File: src/design/nce_pkg.sv
package nce_pkg;

    localparam int CACHE_ENTRIES = 8;
    localparam int IDX_W         = (CACHE_ENTRIES > 1) ? $clog2(CACHE_ENTRIES) : 1;
    localparam int MAX_RESULTS   = 9;
    localparam int CNT_W         = 4;
    localparam logic [IDX_W-1:0] LAST_IDX = IDX_W'(CACHE_ENTRIES - 1);

    // entry states
    localparam logic [2:0] ST_NONE       = 3'd0;
    localparam logic [2:0] ST_INCOMPLETE = 3'd1;
    localparam logic [2:0] ST_REACHABLE  = 3'd2;
    localparam logic [2:0] ST_STALE      = 3'd3;
    localparam logic [2:0] ST_DELAY      = 3'd4;
    localparam logic [2:0] ST_PROBE      = 3'd5;
    localparam logic [2:0] ST_PERMANENT  = 3'd6;

    // actions
    localparam logic [2:0] ACT_LOOKUP = 3'd0;
    localparam logic [2:0] ACT_ALLOC  = 3'd1;
    localparam logic [2:0] ACT_SET    = 3'd2;
    localparam logic [2:0] ACT_TICK   = 3'd3;
    localparam logic [2:0] ACT_FLUSH  = 3'd4;

    // result events
    localparam logic [3:0] EV_LOOKUP     = 4'd0;
    localparam logic [3:0] EV_ALLOCATED  = 4'd1;
    localparam logic [3:0] EV_ALLOC_FAIL = 4'd2;
    localparam logic [3:0] EV_MCAST_SOL  = 4'd3;
    localparam logic [3:0] EV_UCAST_SOL  = 4'd4;
    localparam logic [3:0] EV_RES_FAIL   = 4'd5;
    localparam logic [3:0] EV_UNREACH    = 4'd6;
    localparam logic [3:0] EV_EVICTED    = 4'd7;
    localparam logic [3:0] EV_FLUSHED    = 4'd8;
    localparam logic [3:0] EV_DONE       = 4'd9;

    // configuration register indexes
    localparam logic [1:0] CFG_RETRANS = 2'd0;
    localparam logic [1:0] CFG_MCAST   = 2'd1;
    localparam logic [1:0] CFG_UCAST   = 2'd2;

    localparam logic [31:0] RETRANS_RST = 32'd1000;
    localparam logic [3:0]  SOLICIT_RST = 4'd3;

    typedef struct packed {
        logic [2:0]  action;
        logic [31:0] now_time;
        logic [63:0] addr_hi;
        logic [63:0] addr_lo;
        logic [47:0] link_addr;
        logic [2:0]  entry_index;
        logic [2:0]  new_state;
        logic [31:0] timeout;
    } t_item;

    typedef struct packed {
        logic [3:0]  event_res;
        logic        hit;
        logic [2:0]  result_index;
        logic [2:0]  result_state;
        logic [63:0] result_addr_hi;
        logic [63:0] result_addr_lo;
        logic [47:0] result_link_addr;
        logic        last;
    } t_result;

    typedef struct packed {
        logic [1:0]  addr;
        logic [31:0] wdata;
    } t_cfg_wr;

    typedef enum logic [2:0] {
        OP_NONE  = 3'd0,
        OP_SCAN  = 3'd1,
        OP_SET   = 3'd2,
        OP_EVICT = 3'd3,
        OP_ALLOC = 3'd4,
        OP_FINAL = 3'd5
    } t_op;

    typedef struct packed {
        logic             load;
        t_op              op;
        logic [IDX_W-1:0] idx;
        logic [3:0]       fin_ev;
    } t_cmd;

    typedef struct packed {
        logic       room;
        logic [2:0] action;
        logic       match;
        logic       have_victim;
    } t_status;

endpackage

File: src/design/nce_if.sv
interface nce_in_if;
    logic          valid;
    logic          ready;
    nce_pkg::t_item data;
    modport source (output valid, output data, input ready);
    modport sink   (input valid, input data, output ready);
endinterface

interface nce_out_if;
    logic            valid;
    logic            ready;
    nce_pkg::t_result data;
    modport source (output valid, output data, input ready);
    modport sink   (input valid, input data, output ready);
endinterface

interface nce_cfg_if;
    logic            valid;
    logic            ready;
    nce_pkg::t_cfg_wr data;
    modport source (output valid, output data, input ready);
    modport sink   (input valid, input data, output ready);
endinterface

File: src/design/nce_ctrl.sv
module nce_ctrl (
    input  logic             i_clk,
    input  logic             i_rst_n,
    input  logic             i_in_valid,
    output logic             o_in_ready,
    input  nce_pkg::t_status i_status,
    output nce_pkg::t_cmd    o_cmd
);
    import nce_pkg::*;

    typedef enum logic [4:0] {
        S_IDLE  = 5'b00001,
        S_RUN   = 5'b00010,
        S_EVICT = 5'b00100,
        S_ALLOC = 5'b01000,
        S_FINAL = 5'b10000
    } t_state;

    t_state           r_state, n_state;
    logic [IDX_W-1:0] r_idx, n_idx;
    logic [3:0]       r_fin, n_fin;
    logic             scan_act;

    assign scan_act = (i_status.action == ACT_LOOKUP) || (i_status.action == ACT_ALLOC) ||
                      (i_status.action == ACT_TICK)   || (i_status.action == ACT_FLUSH);

    always_comb begin
        n_state      = r_state;
        n_idx        = r_idx;
        n_fin        = r_fin;
        o_in_ready   = 1'b0;
        o_cmd.load   = 1'b0;
        o_cmd.op     = OP_NONE;
        o_cmd.idx    = r_idx;
        o_cmd.fin_ev = r_fin;
        unique case (r_state)
            S_IDLE: begin
                o_in_ready = 1'b1;
                if (i_in_valid) begin
                    o_cmd.load = 1'b1;
                    n_idx      = '0;
                    n_state    = S_RUN;
                end
            end
            S_RUN: begin
                if (scan_act) begin
                    if (i_status.room) begin
                        o_cmd.op = OP_SCAN;
                        if (i_status.action == ACT_LOOKUP && i_status.match) begin
                            n_state = S_IDLE;
                        end else if (i_status.action == ACT_ALLOC && i_status.match) begin
                            n_state = S_ALLOC;
                        end else if (r_idx == LAST_IDX) begin
                            if (i_status.action == ACT_ALLOC && i_status.have_victim) begin
                                n_state = S_EVICT;
                            end else begin
                                n_state = S_FINAL;
                            end
                            if (i_status.action == ACT_LOOKUP) begin
                                n_fin = EV_LOOKUP;
                            end else if (i_status.action == ACT_ALLOC) begin
                                n_fin = EV_ALLOC_FAIL;
                            end else begin
                                n_fin = EV_DONE;
                            end
                        end else begin
                            n_idx = r_idx + 1'b1;
                        end
                    end
                end else if (i_status.action == ACT_SET) begin
                    if (i_status.room) begin
                        o_cmd.op = OP_SET;
                        n_state  = S_IDLE;
                    end
                end else begin
                    n_fin   = EV_DONE;
                    n_state = S_FINAL;
                end
            end
            S_EVICT: begin
                if (i_status.room) begin
                    o_cmd.op = OP_EVICT;
                    n_state  = S_ALLOC;
                end
            end
            S_ALLOC: begin
                if (i_status.room) begin
                    o_cmd.op = OP_ALLOC;
                    n_state  = S_IDLE;
                end
            end
            S_FINAL: begin
                if (i_status.room) begin
                    o_cmd.op = OP_FINAL;
                    n_state  = S_IDLE;
                end
            end
            default: begin
                n_state = S_IDLE;
            end
        endcase
    end

    always_ff @(posedge i_clk) begin
        if (!i_rst_n) begin
            r_state <= S_IDLE;
            r_idx   <= '0;
            r_fin   <= EV_DONE;
        end else begin
            r_state <= n_state;
            r_idx   <= n_idx;
            r_fin   <= n_fin;
        end
    end

endmodule

File: src/design/nce_dp.sv
module nce_dp (
    input  logic              i_clk,
    input  logic              i_rst_n,
    input  nce_pkg::t_cmd     i_cmd,
    output nce_pkg::t_status  o_status,
    input  nce_pkg::t_item    i_item,
    input  logic              i_cfg_valid,
    input  nce_pkg::t_cfg_wr  i_cfg,
    output logic              o_out_valid,
    input  logic              i_out_ready,
    output nce_pkg::t_result  o_out
);
    import nce_pkg::*;

    t_item       r_item;
    logic [31:0] r_retrans;
    logic [3:0]  r_mcast, r_ucast;

    logic [2:0]  r_st    [CACHE_ENTRIES];
    logic [63:0] r_ahi   [CACHE_ENTRIES];
    logic [63:0] r_alo   [CACHE_ENTRIES];
    logic [47:0] r_lnk   [CACHE_ENTRIES];
    logic [31:0] r_stamp [CACHE_ENTRIES];
    logic [31:0] r_tmo   [CACHE_ENTRIES];
    logic [3:0]  r_rtr   [CACHE_ENTRIES];

    logic [IDX_W-1:0] r_slot, n_slot;
    logic             r_vvalid, n_vvalid;
    logic             r_vstale, n_vstale;
    logic [31:0]      r_vage, n_vage;
    logic [CNT_W-1:0] r_cnt, n_cnt;
    logic             r_out_valid;
    t_result          r_out;

    logic [IDX_W-1:0] rd;
    logic [2:0]  cur_st, nst, wst;
    logic [63:0] cur_ahi, cur_alo, wahi, walo;
    logic [47:0] cur_lnk, wlnk;
    logic [31:0] cur_stamp, cur_tmo, wstamp, wtmo, now, diff, age;
    logic [3:0]  cur_rtr, wrtr, rtr_b;
    logic        w_en, emit, expd, can_rep, set_ok, room, match, have_victim, cand, cs;
    logic [2:0]  ridx;
    t_result     res;

    assign room    = !r_out_valid || i_out_ready;
    assign now     = r_item.now_time;
    assign nst     = (r_item.new_state > ST_PERMANENT) ? ST_NONE : r_item.new_state;
    assign set_ok  = 32'(r_item.entry_index) < CACHE_ENTRIES;
    assign can_rep = r_cnt < CNT_W'(MAX_RESULTS - 1);

    always_comb begin
        if (i_cmd.op == OP_EVICT || i_cmd.op == OP_ALLOC) begin
            rd = r_slot;
        end else if (i_cmd.op == OP_SET) begin
            rd = IDX_W'(r_item.entry_index);
        end else begin
            rd = i_cmd.idx;
        end
    end

    assign ridx      = 3'(rd);
    assign cur_st    = r_st[rd];
    assign cur_ahi   = r_ahi[rd];
    assign cur_alo   = r_alo[rd];
    assign cur_lnk   = r_lnk[rd];
    assign cur_stamp = r_stamp[rd];
    assign cur_tmo   = r_tmo[rd];
    assign cur_rtr   = r_rtr[rd];
    assign diff      = now - (cur_stamp + cur_tmo);
    assign expd      = !diff[31];
    assign age       = now - cur_stamp;
    assign rtr_b     = (cur_rtr == 4'hF) ? 4'hF : cur_rtr + 4'd1;
    assign cs        = (cur_st == ST_STALE);
    assign cand      = (r_item.action == ACT_ALLOC) && (cur_st != ST_NONE) &&
                       (cur_st != ST_PERMANENT);

    always_comb begin
        w_en     = 1'b0;
        wst      = cur_st;
        wahi     = cur_ahi;
        walo     = cur_alo;
        wlnk     = cur_lnk;
        wstamp   = cur_stamp;
        wtmo     = cur_tmo;
        wrtr     = cur_rtr;
        emit     = 1'b0;
        res      = '0;
        n_slot   = r_slot;
        n_vvalid = r_vvalid;
        n_vstale = r_vstale;
        n_vage   = r_vage;
        n_cnt    = r_cnt;
        match    = 1'b0;
        have_victim = r_vvalid;
        if (r_item.action == ACT_LOOKUP) begin
            match = (cur_st != ST_NONE) && (cur_ahi == r_item.addr_hi) &&
                    (cur_alo == r_item.addr_lo);
        end else if (r_item.action == ACT_ALLOC) begin
            match = (cur_st == ST_NONE);
            have_victim = r_vvalid || cand;
        end
        if (i_cmd.load) begin
            n_cnt    = '0;
            n_vvalid = 1'b0;
        end
        unique case (i_cmd.op)
            OP_NONE: begin
            end
            OP_SCAN: begin
                if (r_item.action == ACT_LOOKUP) begin
                    if (match) begin
                        emit = 1'b1;
                        res  = '{EV_LOOKUP, 1'b1, ridx, cur_st, cur_ahi, cur_alo, cur_lnk, 1'b1};
                    end
                end else if (r_item.action == ACT_ALLOC) begin
                    if (match) begin
                        n_slot = rd;
                    end else if (cand) begin
                        // stale beats non-stale, then strictly oldest
                        if (!r_vvalid || (cs && !r_vstale) ||
                            (cs == r_vstale && age > r_vage)) begin
                            n_slot   = rd;
                            n_vvalid = 1'b1;
                            n_vstale = cs;
                            n_vage   = age;
                        end
                    end
                end else if (r_item.action == ACT_TICK) begin
                    unique case (cur_st)
                        ST_PERMANENT, ST_STALE: begin
                        end
                        ST_INCOMPLETE, ST_PROBE: begin
                            if (expd) begin
                                w_en   = 1'b1;
                                wrtr   = rtr_b;
                                wstamp = now;
                                emit   = can_rep;
                                if (rtr_b < ((cur_st == ST_INCOMPLETE) ? r_mcast : r_ucast)) begin
                                    wtmo = r_retrans;
                                    res.event_res = (cur_st == ST_INCOMPLETE) ?
                                                    EV_MCAST_SOL : EV_UCAST_SOL;
                                end else begin
                                    wst = ST_NONE;
                                    res.event_res = (cur_st == ST_INCOMPLETE) ?
                                                    EV_RES_FAIL : EV_UNREACH;
                                end
                            end
                        end
                        ST_REACHABLE: begin
                            if (expd) begin
                                w_en   = 1'b1;
                                wst    = ST_STALE;
                                wstamp = now;
                            end
                        end
                        ST_DELAY: begin
                            if (expd) begin
                                w_en   = 1'b1;
                                wrtr   = 4'd0;
                                wtmo   = r_retrans;
                                wst    = ST_PROBE;
                                wstamp = now;
                                emit   = can_rep;
                                res.event_res = EV_UCAST_SOL;
                            end
                        end
                        default: begin
                            w_en   = 1'b1;
                            wst    = ST_NONE;
                            wstamp = now;
                        end
                    endcase
                    res.result_index     = ridx;
                    res.result_state     = wst;
                    res.result_addr_hi   = cur_ahi;
                    res.result_addr_lo   = cur_alo;
                    res.result_link_addr = cur_lnk;
                end else if (r_item.action == ACT_FLUSH) begin
                    if (cur_st != ST_PERMANENT) begin
                        w_en   = 1'b1;
                        wst    = ST_NONE;
                        wstamp = now;
                        emit   = can_rep && (cur_st != ST_NONE);
                        res    = '{EV_FLUSHED, 1'b0, ridx, ST_NONE, cur_ahi, cur_alo,
                                   cur_lnk, 1'b0};
                    end
                end
                if (emit) begin
                    n_cnt = r_cnt + 1'b1;
                end
            end
            OP_SET: begin
                emit = 1'b1;
                if (set_ok) begin
                    w_en   = 1'b1;
                    wst    = nst;
                    wlnk   = r_item.link_addr;
                    wtmo   = r_item.timeout;
                    wstamp = now;
                    res    = '{EV_DONE, 1'b0, r_item.entry_index, nst, cur_ahi, cur_alo,
                               r_item.link_addr, 1'b1};
                end else begin
                    res.event_res    = EV_DONE;
                    res.result_index = r_item.entry_index;
                    res.last         = 1'b1;
                end
            end
            OP_EVICT: begin
                emit = 1'b1;
                res  = '{EV_EVICTED, 1'b0, ridx, ST_NONE, cur_ahi, cur_alo, cur_lnk, 1'b0};
            end
            OP_ALLOC: begin
                w_en   = 1'b1;
                wst    = nst;
                wahi   = r_item.addr_hi;
                walo   = r_item.addr_lo;
                wlnk   = r_item.link_addr;
                wstamp = now;
                wtmo   = r_item.timeout;
                wrtr   = 4'd0;
                emit   = 1'b1;
                res    = '{EV_ALLOCATED, 1'b0, ridx, nst, r_item.addr_hi, r_item.addr_lo,
                           r_item.link_addr, 1'b1};
            end
            OP_FINAL: begin
                emit          = 1'b1;
                res.event_res = i_cmd.fin_ev;
                res.last      = 1'b1;
            end
            default: begin
            end
        endcase
    end

    assign o_status.room        = room;
    assign o_status.action      = r_item.action;
    assign o_status.match       = match;
    assign o_status.have_victim = have_victim;

    always_ff @(posedge i_clk) begin
        if (i_cmd.load) begin
            r_item <= i_item;
        end
        if (emit) begin
            r_out <= res;
        end
    end

    always_ff @(posedge i_clk) begin
        if (!i_rst_n) begin
            for (int k = 0; k < CACHE_ENTRIES; k++) begin
                r_st[k]    <= ST_NONE;
                r_ahi[k]   <= '0;
                r_alo[k]   <= '0;
                r_lnk[k]   <= '0;
                r_stamp[k] <= '0;
                r_tmo[k]   <= '0;
                r_rtr[k]   <= '0;
            end
        end else if (w_en) begin
            r_st[rd]    <= wst;
            r_ahi[rd]   <= wahi;
            r_alo[rd]   <= walo;
            r_lnk[rd]   <= wlnk;
            r_stamp[rd] <= wstamp;
            r_tmo[rd]   <= wtmo;
            r_rtr[rd]   <= wrtr;
        end
    end

    always_ff @(posedge i_clk) begin
        if (!i_rst_n) begin
            r_retrans   <= RETRANS_RST;
            r_mcast     <= SOLICIT_RST;
            r_ucast     <= SOLICIT_RST;
            r_slot      <= '0;
            r_vvalid    <= 1'b0;
            r_vstale    <= 1'b0;
            r_vage      <= '0;
            r_cnt       <= '0;
            r_out_valid <= 1'b0;
        end else begin
            if (i_cfg_valid) begin
                unique case (i_cfg.addr)
                    CFG_RETRANS: r_retrans <= i_cfg.wdata;
                    CFG_MCAST:   r_mcast   <= i_cfg.wdata[3:0];
                    CFG_UCAST:   r_ucast   <= i_cfg.wdata[3:0];
                    default: begin
                    end
                endcase
            end
            r_slot   <= n_slot;
            r_vvalid <= n_vvalid;
            r_vstale <= n_vstale;
            r_vage   <= n_vage;
            r_cnt    <= n_cnt;
            if (emit) begin
                r_out_valid <= 1'b1;
            end else if (i_out_ready) begin
                r_out_valid <= 1'b0;
            end
        end
    end

    assign o_out_valid = r_out_valid;
    assign o_out       = r_out;

`ifndef SYNTHESIS
    a_emit_room: assert property (@(posedge i_clk) disable iff (!i_rst_n)
        emit |-> room) else $error("result written over an untaken result");
    a_cnt_bound: assert property (@(posedge i_clk) disable iff (!i_rst_n)
        r_cnt <= CNT_W'(MAX_RESULTS - 1)) else $error("result budget overrun");
    a_alloc_wr: assert property (@(posedge i_clk) disable iff (!i_rst_n)
        (i_cmd.op == OP_ALLOC) |=> (r_st[$past(r_slot)] == $past(nst)))
        else $error("allocated entry has wrong state");
`endif

endmodule

File: src/design/neighbor_cache_engine.sv
// ipv6 neighbor cache of CACHE_ENTRIES entries (nce_pkg). one item in, one to nine result
// items out, the final one flagged by last. lookup, allocate, tick and flush walk the
// entry file one entry per cycle through its single read/write port, scanning up to
// CACHE_ENTRIES entries before the eviction, allocation or closing result (lookup stops
// at the first hit, allocate at the first free entry); set writes its entry, if the index
// is valid, and its result with no scan, and an undefined action goes to the closing result. the scan
// also pauses whenever the output register holds a result not yet taken. a new item is
// taken only once the previous one has produced its last result into the output register.
// configuration writes are always accepted and must only be issued while the block is
// idle. the entry file is cleared directly by reset, no clearing pass is needed.
module neighbor_cache_engine (
    input logic        i_clk,
    input logic        i_rst_n,
    nce_in_if.sink     i_in,
    nce_out_if.source  o_out,
    nce_cfg_if.sink    i_cfg
);
    import nce_pkg::*;

    t_cmd    cmd;
    t_status status;

    // config port never stalls
    assign i_cfg.ready = 1'b1;

    // sequencer: walks the entry pointer and picks the operation each cycle
    nce_ctrl u_ctrl (
        .i_clk      (i_clk),
        .i_rst_n    (i_rst_n),
        .i_in_valid (i_in.valid),
        .o_in_ready (i_in.ready),
        .i_status   (status),
        .o_cmd      (cmd)
    );

    // entry file, per-entry update logic, victim tracking and output register
    nce_dp u_dp (
        .i_clk       (i_clk),
        .i_rst_n     (i_rst_n),
        .i_cmd       (cmd),
        .o_status    (status),
        .i_item      (i_in.data),
        .i_cfg_valid (i_cfg.valid),
        .i_cfg       (i_cfg.data),
        .o_out_valid (o_out.valid),
        .i_out_ready (o_out.ready),
        .o_out       (o_out.data)
    );

endmodule
File: src/flat_wrapper.sv
// flat-port wrapper written by rule: the top's interface ports become plain ports
module neighbor_cache_engine_flat import nce_pkg::*;
  (i_clk, i_rst_n, i_in_valid, i_in_data, i_in_ready, o_out_valid, o_out_data, o_out_ready, i_cfg_valid, i_cfg_data, i_cfg_ready);
  nce_in_if i_in_i ();
  nce_out_if o_out_i ();
  nce_cfg_if i_cfg_i ();
  input logic i_clk;
  input logic i_rst_n;
  input wire logic [$bits(i_in_i.valid)-1:0] i_in_valid;
  input wire logic [$bits(i_in_i.data)-1:0] i_in_data;
  output wire logic [$bits(i_in_i.ready)-1:0] i_in_ready;
  output wire logic [$bits(o_out_i.valid)-1:0] o_out_valid;
  output wire logic [$bits(o_out_i.data)-1:0] o_out_data;
  input wire logic [$bits(o_out_i.ready)-1:0] o_out_ready;
  input wire logic [$bits(i_cfg_i.valid)-1:0] i_cfg_valid;
  input wire logic [$bits(i_cfg_i.data)-1:0] i_cfg_data;
  output wire logic [$bits(i_cfg_i.ready)-1:0] i_cfg_ready;
  assign i_in_i.valid = i_in_valid;
  assign i_in_i.data = i_in_data;
  assign i_in_ready = i_in_i.ready;
  assign o_out_valid = o_out_i.valid;
  assign o_out_data = o_out_i.data;
  assign o_out_i.ready = o_out_ready;
  assign i_cfg_i.valid = i_cfg_valid;
  assign i_cfg_i.data = i_cfg_data;
  assign i_cfg_ready = i_cfg_i.ready;
  neighbor_cache_engine u_core (.i_clk(i_clk), .i_rst_n(i_rst_n), .i_in(i_in_i), .o_out(o_out_i), .i_cfg(i_cfg_i));
endmodule
File: config.mk
export PLATFORM = sky130hd
export DESIGN_NAME = neighbor_cache_engine_flat
export DESIGN_NICKNAME = d
export VERILOG_FILES = /design/src/design/nce_pkg.sv /design/src/design/nce_if.sv /design/src/design/nce_ctrl.sv /design/src/design/nce_dp.sv /design/src/design/neighbor_cache_engine.sv /design/src/flat_wrapper.sv
export SDC_FILE = /design/constraint.sdc
export NUM_CORES = 2
export LEC_CHECK = 0
export BUFFER_PORTS_ARGS = -buffer_cell sky130_fd_sc_hd__buf_2
export CAP_MARGIN = 20
export CORE_MARGIN = 1.5
export CORE_UTILIZATION = 50
export CTS_CLUSTER_DIAMETER = 100
export DETAILED_ROUTE_END_ITERATION = 7
export GPL_ROUTABILITY_DRIVEN = 0
export PLACE_DENSITY = 0.67
export SKIP_CTS_REPAIR_TIMING = 1
export SYNTH_ARGS = -nofsm -noshare
export SYNTH_HDL_FRONTEND = slang
export SYNTH_HIERARCHICAL = 1
export SYNTH_SLANG_ARGS = --single-unit
File: constraint.sdc
create_clock -name i_clk -period 21 [get_ports i_clk]
set_input_delay 4.2 -clock i_clk [delete_from_list [all_inputs] [get_ports i_clk]]
set_output_delay 4.2 -clock i_clk [all_outputs]
set_load 0.02 [all_outputs]
==> impl_metrics.py <==
metrics = {
    "run_status": {
        "outcome": "finished, violations left",
        "failed_checks": "DRC",
    },
    "sta": {
        "tns_ps": 0,
        "worst_slew_pin_slew_ps": 1396,
        "hold_violations": 0,
        "max_freq_ghz": 0.06387,
        "period_share_pct": 74.56,
        "relSlewSlack_pct": 6.913,
        "maxSlewViolCount": 0,
        "finalCriticalPeriod_ps": 15660,
        "setup_slack_ps": 5343,
        "final-setup-viol-count": 0,
        "worst_clock_skew_ps": 69.83,
        "rsz0062_at_grt": "no",
    },
    "worst_setup_path": {
        "reg2reg_slack_ps": 7800,
        "worst_ep_required_time_ps": 21540,
        "start_kind": "primary input",
        "cp-end-kind": "register",
        "cp_max_fo": 134,
        "worst_path_dominant_cell_family": "buffers and inverters",
        "cpPeakStageDelay_ps": 810,
        "path_buf_inv": 11,
        "crit_start": "o_out_ready",
        "r2r-start": "u_core/u_ctrl/r_state[2]",
        "cp.arrival_ps": 16200,
        "cp_common_cell": "buf_4",
        "worstSetupPathType": "primary input to register",
        "critPathSlowestCell": "a21oi_1",
    },
    "floorplanning": {
        "die_area_um2": 228600,
        "core_um2": 224700,
        "die_w_um": 478.1,
        "io_pins": 479,
        "rows": 174,
        "die_h_um": 478.1,
        "start_util_pct": 50.23,
    },
    "cts": {
        "cts_tree": "done",
        "cts_made_buffers": 283,
        "clock_latency_ps": 960,
        "cts.path.max_buffers": 4,
        "cts_root_buffer": "clkbuf_16",
        "clk_pin_slew_ps": 60,
        "htree_levels": 5,
        "numClockSinks": 2505,
    },
    "route": {
        "num_vias": 83960,
        "first_pass_iters": 8,
        "viasPerCell": 6.612,
        "wirelength_um": 400900,
        "drc": 3,
        "ant_nets": 0,
        "drtIter0Drc": 12603,
        "post_drt_wl_per_cell_um": 31.57,
    },
    "global_routing": {
        "antenna_found_initial": 15,
        "grt_usage_pct": 34.05,
        "grt_pass1_wl_um": 567500,
        "gr-total-overflow": 0,
        "grt_pass1_vias": 80794,
        "grt_max_degree": 145,
    },
    "cells_and_area": {
        "final_area_um2": 127300,
        "fillers": 18329,
        "drive_above_1_share_pct": 13.82,
        "area.growth.synth_to_final_pct": 12.76,
        "final_cells": 12698,
        "finish.utilization_pct": 56.64,
        "final_nets": 9920,
    },
    "worst_hold_path": {
        "worstHoldPathType": "register to register",
        "min_from": "u_core/u_dp/r_retrans[16]",
    },
    "logic_synthesis": {
        "yosysMostFrequentCell": "edfxtp_1",
        "synth_ff_type": "edfxtp_1",
        "synth-seq-area-share_pct": 65.84,
        "syn_nets": 9622,
        "ys_warn_count": 6,
        "syn_area_per_cell_um2": 12.27,
        "synth_top_area_share_pct": 64.21,
        "synth_largest_area_cell": "edfxtp_1",
        "synth_cell_type_count": 107,
        "synth_area_leaders": "edfxtp_1 64%, nor2_1 6.8%, mux2i_1 2.8%",
        "synth_common_cells": "2413 x edfxtp_1, 2031 x nor2_1, 766 x nand2_1",
        "synth_edf_count": 2413,
        "asyncSetResetFlopFracSynth_pct": 0,
        "synth_area_um2": 112800,
        "synth_seq_cells": 2505,
        "postSynthCellCount": 9199,
    },
    "placed_design": {
        "placed_cell_area_um2": 118400,
        "io_buffers": 477,
        "place_inst": 12200,
        "place_ws_ps": 4526,
        "dp_hpwl_um": 233800,
    },
    "flow_run": {
        "cap_violations": 0,
    },
    "pwr": {
        "ir_worst_vdd_v": 0.0001295,
        "p_per_area_nw_per_um2": 98.17,
        "leakagePower_uw": 0.04540,
    },
}
worst reg2reg max path: cells and delay by family, from the launching register on:
kind / cells / cell delay (ps)
buf+inv: 9 / 4130
flops: 1 / 380
compound gates: 12 / 2990
fa+ha+maj: 2 / 610
xor+xnor: 1 / 590
simple gates: 10 / 3930
cells in the final DEF, fill, tap and decap left out, drive strengths merged, types with 22 or more instances in the layout:
master,count
o21ai,262
nor4,26
and3,160
xor2,45
mux2i,315
a22o,185
buf,674
a211oi,50
o22ai,79
nand4,46
o22a,22
nor3,55
clkbuf,372
ha,105
dfxtp,92
a221o,42
o211ai,23
xnor2,63
o31ai,118
fa,30
nand2,766
a222oi,23
o2bb2ai,79
and4,28
a31oi,23
a221oi,170
and2,22
inv,135
a21o,70
a22oi,292
bufinv,22
nor2,2031
nand3,115
mux2,83
edfxtp,2413
clkinv,92
a21oi,320
registers in the layout (all words and copies together) (netlist names), 4 cells and up:
| name | flops |
|---|---|
| u_core/u_dp/r_vage | 32 |
| u_core/u_dp/r_item | 214 |
| u_core/u_dp/r_cnt | 4 |
| u_core/u_dp/r_st | 24 |
| u_core/u_dp/r_lnk | 384 |
| u_core/u_ctrl/r_state | 5 |
| u_core/u_dp/r_ahi | 512 |
| u_core/u_dp/r_stamp | 256 |
| u_core/u_dp/o_out | 188 |
| u_core/u_dp/r_rtr | 32 |
| u_core/u_dp/now | 32 |
| u_core/u_dp/r_tmo | 256 |
| u_core/u_dp/r_alo | 512 |
| u_core/u_dp/r_mcast | 4 |
| u_core/u_dp/r_retrans | 32 |
| u_core/u_dp/r_ucast | 4 |
final timing paths:
kind / to / cells past startpoint
max reg2reg: u_core/u_dp/r_ahi[3][57] / 34
max: u_core/u_dp/r_ahi[3][57] / 34
min reg2reg: u_core/u_dp/r_retrans[16] / 2
min: u_core/u_dp/r_retrans[16] / 2
report_power, final:
group | switching, uW | total (uW) | internal, uW
logic | 1170 | 1620 | 448
registers | 268 | 6060 | 5800
clock network | 1980 | 4810 | 2820
cells by family (layout without fill, tap and decap cells):
logic type | after synthesis | count (layout) | share of synthesized area (%)
other | 2 | 8 | 0.006655
muxes | 399 | 399 | 3.646
AOI/OAI and AO/OA | 1912 | 1912 | 12.60
xor gates and xnor gates | 108 | 108 | 0.8515
adders and majority gates | 135 | 135 | 1.696
and+or+nand+nor | 3342 | 3342 | 12.40
DFF | 2505 | 2505 | 65.84
buffers and inverters | 796 | 1297 | 2.966
layer usage:
layer	routed length (um)	part of all wire (%)	vias up	GRT usage [%]
met5	46	0.011	-	0
met4	27010	6.7	8	19.87
met3	55120	14	1272	9.000
met2	177100	44	6504	51.75
met1	141700	35	41340	44.09
li1	-	-	34836	-
metrics by stage:
step | power [uW] | hold WS, ps
finish | 12490 | 460.1
detailed placement | 7716 | 449.8
floorplan | 7055 | 431.9
CTS | 12470 | 458.1
global placement | 7694 | 451.8
global route | 12810 | 470.2
area by class of cell:
class / instances / area (um^2) / share of cell area (%)
timing repair buffer: 677 / 4237 / 3.329
inverter: 132 / 503.0 / 0.3953
antenna: 6 / 15.01 / 0.01180
clock inverter: 119 / 1151 / 0.9046
multi-input combinational: 5898 / 35670 / 28.03
clock buffer: 369 / 7635 / 6.000
tap: 2992 / 3744 / 2.942
sequential: 2505 / 74300 / 58.39
(Power assumes the default switching activity.)
